File: src/hdl/ndf_pkg.sv
// ----------------------------------------------------------------------------
// ndf_pkg: shared definitions of the 3x3 neighbor density filter
// Register indexes, reset values, size limits and the result word layout.
// ----------------------------------------------------------------------------
package ndf_pkg;

  localparam int NDF_MAX_WIDTH  = 1024;
  localparam int NDF_MAX_HEIGHT = 1024;

  localparam int NDF_CFG_DW = 11;
  localparam int NDF_CFG_AW = 2;

  localparam int NDF_RST_WIDTH       = 640;
  localparam int NDF_RST_HEIGHT      = 480;
  localparam logic [3:0] NDF_RST_MIN_DENSITY = 4'd5;
  localparam logic [7:0] NDF_RST_FG_VALUE    = 8'd255;

  // Depth of the result queue in front of the output port.
  localparam int NDF_OUT_DEPTH = 3;

  typedef enum logic [NDF_CFG_AW-1:0] {
    CFG_WIDTH       = 2'd0,
    CFG_HEIGHT      = 2'd1,
    CFG_MIN_DENSITY = 2'd2,
    CFG_FG_VALUE    = 2'd3
  } cfg_idx_e;

  typedef struct packed {
    logic       frame_done;
    logic [9:0] out_col;
    logic [9:0] out_row;
    logic [7:0] out_value;
  } result_t;

endpackage

File: src/hdl/ndf_cfg_regs.sv
// ----------------------------------------------------------------------------
// ndf_cfg_regs: configuration registers
// Holds the clamped last column and row indexes, the density threshold and
// the foreground value.
// ----------------------------------------------------------------------------
module ndf_cfg_regs #(
  parameter int MAX_WIDTH  = ndf_pkg::NDF_MAX_WIDTH,
  parameter int MAX_HEIGHT = ndf_pkg::NDF_MAX_HEIGHT,
  localparam int CW = $clog2(MAX_WIDTH),
  localparam int RW = $clog2(MAX_HEIGHT)
) (
  input  logic                          clk_i,
  input  logic                          rst_ni,
  input  logic                          cfg_we_i,
  input  logic [ndf_pkg::NDF_CFG_AW-1:0] cfg_idx_i,
  input  logic [ndf_pkg::NDF_CFG_DW-1:0] cfg_data_i,
  output logic [CW-1:0]                 col_last_o,
  output logic [RW-1:0]                 row_last_o,
  output logic [3:0]                    min_density_o,
  output logic [7:0]                    fg_value_o
);

  localparam int DW  = ndf_pkg::NDF_CFG_DW;
  localparam int KWC = (CW + 1 > DW) ? CW + 1 : DW;
  localparam int KWR = (RW + 1 > DW) ? RW + 1 : DW;
  localparam int RstColLast =
    ((ndf_pkg::NDF_RST_WIDTH > MAX_WIDTH) ? MAX_WIDTH : ndf_pkg::NDF_RST_WIDTH) - 1;
  localparam int RstRowLast =
    ((ndf_pkg::NDF_RST_HEIGHT > MAX_HEIGHT) ? MAX_HEIGHT : ndf_pkg::NDF_RST_HEIGHT) - 1;

  logic [CW-1:0]  col_last_q, col_last_d;
  logic [RW-1:0]  row_last_q, row_last_d;
  logic [3:0]     min_density_q;
  logic [7:0]     fg_value_q;
  logic [KWC-1:0] wide_w;
  logic [KWR-1:0] wide_h;
  logic [KWC-1:0] wm1;
  logic [KWR-1:0] hm1;

  // A size below 3 acts as 3 and one above the maximum acts as the maximum.
  always_comb begin
    wide_w = KWC'(cfg_data_i);
    wide_h = KWR'(cfg_data_i);
    wm1    = wide_w - KWC'(1);
    hm1    = wide_h - KWR'(1);
    if (wide_w < KWC'(3)) begin
      col_last_d = CW'(2);
    end else if (wide_w > KWC'(MAX_WIDTH)) begin
      col_last_d = CW'(MAX_WIDTH - 1);
    end else begin
      col_last_d = wm1[CW-1:0];
    end
    if (wide_h < KWR'(3)) begin
      row_last_d = RW'(2);
    end else if (wide_h > KWR'(MAX_HEIGHT)) begin
      row_last_d = RW'(MAX_HEIGHT - 1);
    end else begin
      row_last_d = hm1[RW-1:0];
    end
  end

  always_ff @(posedge clk_i or negedge rst_ni) begin
    if (!rst_ni) begin
      col_last_q    <= CW'(RstColLast);
      row_last_q    <= RW'(RstRowLast);
      min_density_q <= ndf_pkg::NDF_RST_MIN_DENSITY;
      fg_value_q    <= ndf_pkg::NDF_RST_FG_VALUE;
    end else if (cfg_we_i) begin
      unique case (ndf_pkg::cfg_idx_e'(cfg_idx_i))
        ndf_pkg::CFG_WIDTH:       col_last_q    <= col_last_d;
        ndf_pkg::CFG_HEIGHT:      row_last_q    <= row_last_d;
        ndf_pkg::CFG_MIN_DENSITY: min_density_q <= cfg_data_i[3:0];
        ndf_pkg::CFG_FG_VALUE:    fg_value_q    <= cfg_data_i[7:0];
      endcase
    end
  end

  assign col_last_o    = col_last_q;
  assign row_last_o    = row_last_q;
  assign min_density_o = min_density_q;
  assign fg_value_o    = fg_value_q;

endmodule

File: src/hdl/ndf_line_store.sv
// ----------------------------------------------------------------------------
// ndf_line_store: line store of foreground marks
// One synchronous memory, two marks per column: bit 1 is the row two lines
// up, bit 0 the row one line up. A write to the address being read in the
// same cycle is forwarded to the read data.
// ----------------------------------------------------------------------------
module ndf_line_store #(
  parameter int MAX_WIDTH = ndf_pkg::NDF_MAX_WIDTH,
  localparam int CW = $clog2(MAX_WIDTH)
) (
  input  logic          clk_i,
  input  logic          rd_en_i,
  input  logic [CW-1:0] rd_addr_i,
  output logic [1:0]    rd_data_o,
  input  logic          wr_en_i,
  input  logic [CW-1:0] wr_addr_i,
  input  logic [1:0]    wr_data_i
);

  logic [1:0] mem [MAX_WIDTH];
  logic [1:0] rd_data_q;

  always_ff @(posedge clk_i) begin
    if (wr_en_i) begin
      mem[wr_addr_i] <= wr_data_i;
    end
  end

  always_ff @(posedge clk_i) begin
    if (rd_en_i) begin
      if (wr_en_i && (wr_addr_i == rd_addr_i)) begin
        rd_data_q <= wr_data_i;
      end else begin
        rd_data_q <= mem[rd_addr_i];
      end
    end
  end

  assign rd_data_o = rd_data_q;

endmodule

File: src/hdl/ndf_out_fifo.sv
// ----------------------------------------------------------------------------
// ndf_out_fifo: result queue
// Small register queue that decouples the filter pipeline from the output
// handshake.
// ----------------------------------------------------------------------------
module ndf_out_fifo #(
  localparam int DEPTH = ndf_pkg::NDF_OUT_DEPTH,
  localparam int PW    = $clog2(DEPTH),
  localparam int NW    = $clog2(DEPTH + 1)
) (
  input  logic             clk_i,
  input  logic             rst_ni,
  input  logic             push_i,
  input  ndf_pkg::result_t push_data_i,
  output logic             valid_o,
  input  logic             ready_i,
  output ndf_pkg::result_t data_o,
  output logic [NW-1:0]    count_o
);

  ndf_pkg::result_t entries_q [DEPTH];
  logic [PW-1:0] wr_ptr_q, rd_ptr_q;
  logic [NW-1:0] count_q;
  logic          pop;

  function automatic logic [PW-1:0] ptr_next(input logic [PW-1:0] p);
    if (p == PW'(DEPTH - 1)) begin
      return '0;
    end
    return p + PW'(1);
  endfunction

  assign pop = valid_o && ready_i;

  always_ff @(posedge clk_i) begin
    if (push_i) begin
      entries_q[wr_ptr_q] <= push_data_i;
    end
  end

  always_ff @(posedge clk_i or negedge rst_ni) begin
    if (!rst_ni) begin
      wr_ptr_q <= '0;
      rd_ptr_q <= '0;
      count_q  <= '0;
    end else begin
      if (push_i) begin
        wr_ptr_q <= ptr_next(wr_ptr_q);
      end
      if (pop) begin
        rd_ptr_q <= ptr_next(rd_ptr_q);
      end
      case ({push_i, pop})
        2'b10:   count_q <= count_q + NW'(1);
        2'b01:   count_q <= count_q - NW'(1);
        default: count_q <= count_q;
      endcase
    end
  end

  assign valid_o = (count_q != '0);
  assign data_o  = entries_q[rd_ptr_q];
  assign count_o = count_q;

endmodule

File: src/hdl/neighbor_density_filter_3x3_unit.sv
// ----------------------------------------------------------------------------
// neighbor_density_filter_3x3_unit: 3x3 neighbor density filter
// Cleans a binary foreground mask streamed in raster order.
// ----------------------------------------------------------------------------
// Usage:
//   The slave stream carries one mask pixel per word in tdata, with tuser set
//   on the first pixel of a frame. Each pixel becomes a mark (pixel equals
//   fg_value). For every interior pixel, once its lower-right neighbor has
//   arrived, one word leaves on the master stream with the value (fg_value
//   if the center is marked and at least min_density neighbors are, else 0),
//   its row and column; tlast is set on the last interior pixel of a frame.
//   Border pixels give no output word.
//   Throughput is one pixel per clock while tready is high. Each pixel is
//   registered with its line store read; from these the window is updated
//   and the result is decided and queued. The line store memory is read at
//   the column of each arriving pixel and written back in the following cycle.
//   When the receiver stalls, results collect in a three-word queue and the
//   slave side drops tready once the queue and the pipeline stage fill it.
//   Reset clears the position counters, the window and the queue and loads
//   640x480, min_density 5, fg_value 255; the line store is not cleared.
//   Configuration writes go through cfg_we_i, cfg_idx_i and cfg_data_i.
// ----------------------------------------------------------------------------
module neighbor_density_filter_3x3_unit #(
  parameter int MAX_WIDTH  = ndf_pkg::NDF_MAX_WIDTH,
  parameter int MAX_HEIGHT = ndf_pkg::NDF_MAX_HEIGHT
) (
  input  logic                           clk_i,
  input  logic                           rst_ni,
  input  logic                           cfg_we_i,
  input  logic [ndf_pkg::NDF_CFG_AW-1:0] cfg_idx_i,
  input  logic [ndf_pkg::NDF_CFG_DW-1:0] cfg_data_i,
  input  logic                           s_axis_tvalid,
  output logic                           s_axis_tready,
  input  logic [7:0]                     s_axis_tdata,  // [7:0] pixel
  input  logic                           s_axis_tuser,  // [0] frame_start
  output logic                           m_axis_tvalid,
  input  logic                           m_axis_tready,
  // [7:0] out_value, [17:8] out_row, [27:18] out_col, [31:28] zero
  output logic [31:0]                    m_axis_tdata,
  output logic                           m_axis_tlast   // frame_done
);

  localparam int CW = $clog2(MAX_WIDTH);
  localparam int RW = $clog2(MAX_HEIGHT);
  localparam int NW = $clog2(ndf_pkg::NDF_OUT_DEPTH + 1);

  logic [CW-1:0] col_last;
  logic [RW-1:0] row_last;
  logic [3:0]    min_density;
  logic [7:0]    fg_value;

  logic          accept;
  logic [CW-1:0] col_cur;
  logic [RW-1:0] row_cur;
  logic [CW-1:0] col_q, col_d;
  logic [RW-1:0] row_q, row_d;
  logic          mark;

  logic          p1_valid_q;
  logic [CW-1:0] p1_col_q;
  logic [RW-1:0] p1_row_q;
  logic          p1_mark_q;

  logic [1:0]    line_rdata;
  logic [8:0]    window_q, window_d;
  logic [3:0]    ncount;
  logic          res_push;
  logic [CW-1:0] col_m1;
  logic [RW-1:0] row_m1;
  ndf_pkg::result_t res;
  ndf_pkg::result_t out_word;
  logic [NW-1:0] fifo_count;

  ndf_cfg_regs #(
    .MAX_WIDTH (MAX_WIDTH),
    .MAX_HEIGHT(MAX_HEIGHT)
  ) u_cfg (
    .clk_i        (clk_i),
    .rst_ni       (rst_ni),
    .cfg_we_i     (cfg_we_i),
    .cfg_idx_i    (cfg_idx_i),
    .cfg_data_i   (cfg_data_i),
    .col_last_o   (col_last),
    .row_last_o   (row_last),
    .min_density_o(min_density),
    .fg_value_o   (fg_value)
  );

  // Input stage: position of the arriving pixel and its mark.
  // The pipeline stage counts as occupied so that its result always finds room.
  assign s_axis_tready = ((NW + 1)'(fifo_count) + (NW + 1)'(p1_valid_q))
                         < (NW + 1)'(ndf_pkg::NDF_OUT_DEPTH);
  assign accept  = s_axis_tvalid && s_axis_tready;
  assign col_cur = s_axis_tuser ? '0 : col_q;
  assign row_cur = s_axis_tuser ? '0 : row_q;
  assign mark    = (s_axis_tdata == fg_value);

  always_comb begin
    if (col_cur >= col_last) begin
      col_d = '0;
      row_d = (row_cur >= row_last) ? '0 : row_cur + RW'(1);
    end else begin
      col_d = col_cur + CW'(1);
      row_d = row_cur;
    end
  end

  always_ff @(posedge clk_i or negedge rst_ni) begin
    if (!rst_ni) begin
      col_q      <= '0;
      row_q      <= '0;
      p1_valid_q <= 1'b0;
    end else begin
      p1_valid_q <= accept;
      if (accept) begin
        col_q <= col_d;
        row_q <= row_d;
      end
    end
  end

  always_ff @(posedge clk_i) begin
    if (accept) begin
      p1_col_q  <= col_cur;
      p1_row_q  <= row_cur;
      p1_mark_q <= mark;
    end
  end

  ndf_line_store #(
    .MAX_WIDTH(MAX_WIDTH)
  ) u_lines (
    .clk_i    (clk_i),
    .rd_en_i  (accept),
    .rd_addr_i(col_cur),
    .rd_data_o(line_rdata),
    .wr_en_i  (p1_valid_q),
    .wr_addr_i(p1_col_q),
    .wr_data_i({line_rdata[0], p1_mark_q})
  );

  // Window stage: bit 3*row+col, column 2 holds the newest marks.
  always_comb begin
    window_d = {p1_mark_q, window_q[8:7],
                line_rdata[0], window_q[5:4],
                line_rdata[1], window_q[2:1]};
    ncount = '0;
    for (int i = 0; i < 9; i++) begin
      if (i != 4) begin
        ncount = ncount + 4'(window_d[i]);
      end
    end
  end

  always_ff @(posedge clk_i or negedge rst_ni) begin
    if (!rst_ni) begin
      window_q <= '0;
    end else if (p1_valid_q) begin
      window_q <= window_d;
    end
  end

  assign res_push = p1_valid_q && (p1_row_q >= RW'(2)) && (p1_col_q >= CW'(2));
  assign col_m1   = p1_col_q - CW'(1);
  assign row_m1   = p1_row_q - RW'(1);

  always_comb begin
    res.out_value  = (window_d[4] && (ncount >= min_density)) ? fg_value : 8'd0;
    res.out_row    = 10'(row_m1);
    res.out_col    = 10'(col_m1);
    res.frame_done = (p1_row_q >= row_last) && (p1_col_q >= col_last);
  end

  ndf_out_fifo u_fifo (
    .clk_i      (clk_i),
    .rst_ni     (rst_ni),
    .push_i     (res_push),
    .push_data_i(res),
    .valid_o    (m_axis_tvalid),
    .ready_i    (m_axis_tready),
    .data_o     (out_word),
    .count_o    (fifo_count)
  );

  assign m_axis_tdata = {4'd0, out_word.out_col, out_word.out_row, out_word.out_value};
  assign m_axis_tlast = out_word.frame_done;

endmodule

File: config.mk
export PLATFORM = sky130hd
export DESIGN_NAME = neighbor_density_filter_3x3_unit
export DESIGN_NICKNAME = d
export VERILOG_FILES = /design/src/hdl/ndf_pkg.sv /design/src/hdl/ndf_cfg_regs.sv /design/src/hdl/ndf_line_store.sv /design/src/hdl/ndf_out_fifo.sv /design/src/hdl/neighbor_density_filter_3x3_unit.sv
export SDC_FILE = /design/constraint.sdc
export NUM_CORES = 2
export LEC_CHECK = 0
export ABC_AREA = 1
export BUFFER_PORTS_ARGS = -buffer_cell sky130_fd_sc_hd__buf_2
export CAP_MARGIN = 25
export CORE_ASPECT_RATIO = 0.7
export CORE_MARGIN = 2
export CORE_UTILIZATION = 57
export DETAILED_ROUTE_END_ITERATION = 16
export PLACE_DENSITY = 0.77
export SLEW_MARGIN = 20
export SYNTH_ARGS = -nofsm -noshare
export SYNTH_HDL_FRONTEND = slang
export SYNTH_SLANG_ARGS = --single-unit
File: constraint.sdc
create_clock -name clk_i -period 17.5 [get_ports clk_i]
set_clock_uncertainty 0.15 [all_clocks]
set_input_delay 1.75 -clock clk_i [delete_from_list [all_inputs] [get_ports clk_i]]
set_output_delay 1.75 -clock clk_i [all_outputs]
set_load 0.02 [all_outputs]
==> key figures <==
Critical path
  • Worst r2r dst: u_lines.rd_data_o[1]$_DFFE_PP_
  • Critical path type: in2reg
  • Setup crit end kind: flip-flop
  • Worst Path Arrival: 8.05 ns
  • Startpoint Class: input port
  • Critical path launch point: s_axis_tuser
  • Worst r2r src: col_q[0]$_DFFE_PN0P_
  • Crit-path max FO: 132
  • R2R setup slack: 11.09 ns
  • Data required time at the worst endpoint: 18.06 ns
  • Worst reg-to-reg path cell count: 19

Place
  • Placed insts: 11630
  • Gpl congestion: 0.8576
  • Port Buffers: 57
  • Post-DP HPWL: 139500 um

GRT
  • Via count of the first global-routing pass: 68340
  • Antenna violations before repair: 15
  • Total congestion overflow: 0
  • First-pass GRT wire length: 408400 um
  • Gr usage total: 30.07%
  • Largest net degree at the start of global routing: 240

Yosys
  • Async set or reset register ratio after synthesis: 2.924%
  • Synth cell types: 42
  • Flops & latches, synth: 2223
  • Top cell type's share of synthesized area: 64.98%
  • Syn Area/Cell: 10.21 sq um
  • Synth warn: 0
  • Top_reg_cell synth: edfxtp_1
  • Post-synthesis sequential area ratio: 66.65%
  • Cell with the most instances after synthesis: nand2_1
  • Post-synthesis cell area: 99720 sq um
  • Post-synth top cells: nand2_1, edfxtp_1, nand3_1
  • Synth top area cells: edfxtp_1, nand2_1, nand3_1
  • Syn Inst Count: 9771
  • Largest area contributor in the netlist: edfxtp_1
  • Post-synth EDFFs: 2158

Clock tree
  • Hold_buf cts: 0
  • Num Clock Sinks: 2223
  • Insertion delay to the later sink of the worst-skew pair: 0.84 ns
  • H-tree depth reported by CTS: 4
  • CTS Root Cell: clkbuf_16
  • Num CTS Buffers: 196
  • Setup Buffers After CTS: 0
  • Post-CTS sizing: 0
  • Clock buffer depth: 3
  • Clock transition at the registers of the reported paths: 0.06 ns
  • CTS tree: done

Drt
  • Routed wire length: 272000 um
  • DRT Pass-1 Iters: 9
  • Antenna Nets Post-Route: 0
  • Drt wl/cell: 22.65 um
  • DR vias: 71880
  • DR DRC count: 0
  • Vias per inst: 5.984
  • DR iter-0 viols: 12360

Timing
  • Fmax: 133.5 MHz
  • Final hold viol count: 0
  • Final setup violation count: 0
  • Tmin final: 7.489 ns
  • TNS Setup: 0 ns
  • Fin crit share: 42.79%
  • Slew Viols, Final: 0
  • RSZ-0062 raised after global routing: false
  • Relative slew slack: 21.22%
  • Worst Max-Slew Pin Slew: 1.182 ns

Layout
  • Layout cell share with drive strength beyond 1: 5.843%
  • Core Util, Final: 62.05%
  • Final-layout fill cell count: 13570
  • Fin nets: 9593
  • Non-filler cells, final: 12010
  • Area delta synth->final: 8.219%

Die
  • Die height: 353.9 um
  • Die Wd: 503.9 um
  • Starting Density: 57.33%
  • Number of top-level pins: 62
  • Core area: 173900 sq um
  • Num rows: 128
  • Die ar.: 178400 sq um

Pwr
  • Pwr dens: 138.4 nW/um^2
  • P_leak: 40.91 nW
  • Overall power: 0.01494 W
  • Maximum VDD drop: 0.1454 mV

Min path
  • Hold EP: u_cfg.col_last_o[8]$_DFFE_PN0P_
  • Hold path start: u_cfg.col_last_o[8]$_DFFE_PN0P_
  • Hold Path Stages: 2
  • Worst hold path type: reg2reg

Run status
  • Status: finished clean

Run
  • Max-cap check violation count: 0
==> critical path, cell delays in order <==
cell and delay [ns]:
buf_2 0.29, inv_2 0.12, buf_4 0.38, nand2_8 0.55, inv_8 0.94, buf_4 0.90
buf_4 0.83, nand3_1 0.16, nand3_1 0.12, nand3_1 0.12, nand3_1 0.18, nand3_1 0.26
nand3_1 0.15, nand3_1 0.18, nand3_1 0.25, nand3_1 0.35, nand2_1 0.20, nand2_1 0.07
nand2_1 0.06
==> cell families after synthesis <==
group,Yosys count,synth area share [%]
AO/OA/AOI/OAI,718,4.462
XOR/XNOR,38,0.3337
adder cells (fa/ha/maj),64,0.8331
buffers and inverters,1838,7.516
flip-flops,2223,66.65
other,1,0.003761
AND/OR/NAND/NOR,4889,20.20
==> flip-flops by register name, indices dropped and copies added, names as in the netlist <==
signal / count
col_q: 10
p1_col_q: 10
p1_mark_q: 1
p1_row_q: 10
p1_valid_q: 1
row_q: 10
u_cfg.col_last_o: 10
u_cfg.fg_value_o: 8
u_cfg.min_density_o: 4
u_cfg.row_last_o: 10
u_fifo.count_o: 2
u_fifo.entries_q: 87
u_fifo.rd_ptr_q: 2
u_fifo.wr_ptr_q: 2
u_lines.mem: 2048
u_lines.rd_data_o: 2
window_q: 6
==> layer usage <==
metal,vias up,wire length (um),track usage (%),share of wire (%)
met2,4932,118700,45.03,44
met1,34110,102400,42.70,38
met3,766,39580,7.199,15
met4,2,11390,12.00,4.2
met5,-,20,0,0.0074
li1,32070,-,-,-
==> placed cells by master, fill, tap and decap left out, types with 5 or more instances in the layout <==
cell        instances
o21ai_0           275
nor2_1           1165
nand4_1            13
buf_8               7
nor3_1             19
inv_6              11
o22ai_1            13
nand2_1          2286
nand3_1          1347
ha_1               60
xor2_1             22
clkinv_2           38
dfstp_2            26
clkinvlp_4          5
buf_12             12
xnor2_1            16
buf_16             10
o21ai_1             9
nor2_2              7
inv_1            1158
clkbuf_1           45
o211ai_1          313
nand2_2            30
a21oi_1            87
clkinv_1           46
buf_2              57
bufinv_16          22
a21boi_0            5
o31ai_1             5
buf_4             111
edfxtp_1         2158
nor2_4              5
clkbuf_16         200
dfrtp_1            37
==> final cells by class <==
class	instances	area [sq um]	area share [%]
clock inverters	118	1181	1.095
repair buffers	198	1753	1.624
diodes	4	10.01	0.009275
inverters	1170	4413	4.089
clock buffers	247	5201	4.820
flip-flops and latches	2223	66460	61.59
multi-input cells	5713	25960	24.06
well taps	2340	2928	2.713
==> worst max-delay path by stage <==
| stage | to | cells past startpoint | slack, ns |
|---|---|---|---|
| finish | u_lines.rd_data_o[1]$_DFFE_PP_ | 19 | 10.01 |
| CTS | u_lines.rd_data_o[1]$_DFFE_PP_ | 19 | 10.42 |
| floorplan | u_fifo.entries_q[0][0]$_DFFE_PP_ | 13 | 0.30 |
| global placement | u_lines.rd_data_o[1]$_DFFE_PP_ | 19 | 9.59 |
| global route | u_lines.rd_data_o[1]$_DFFE_PP_ | 19 | 9.95 |
| detailed placement | u_lines.rd_data_o[1]$_DFFE_PP_ | 19 | 9.54 |
==> metrics by stage <==
stage	setup WS, ns	instance area (sq um)	hold slack (ns)
finish	10.01	107900	0.3394
global route	9.954	107900	0.3636
CTS	10.42	107700	0.3417
detailed placement	9.539	101300	0.3263
global placement	9.585	101100	0.3155
floorplan	0.3015	99730	0.2998
==> power by group <==
group	total, W	switching [W]	internal, W
logic	0.00379	0.00290	0.000892
registers	0.00677	0.0000999	0.00667
clock network	0.00439	0.00195	0.00243
Power figures use the tool's default switching activity.
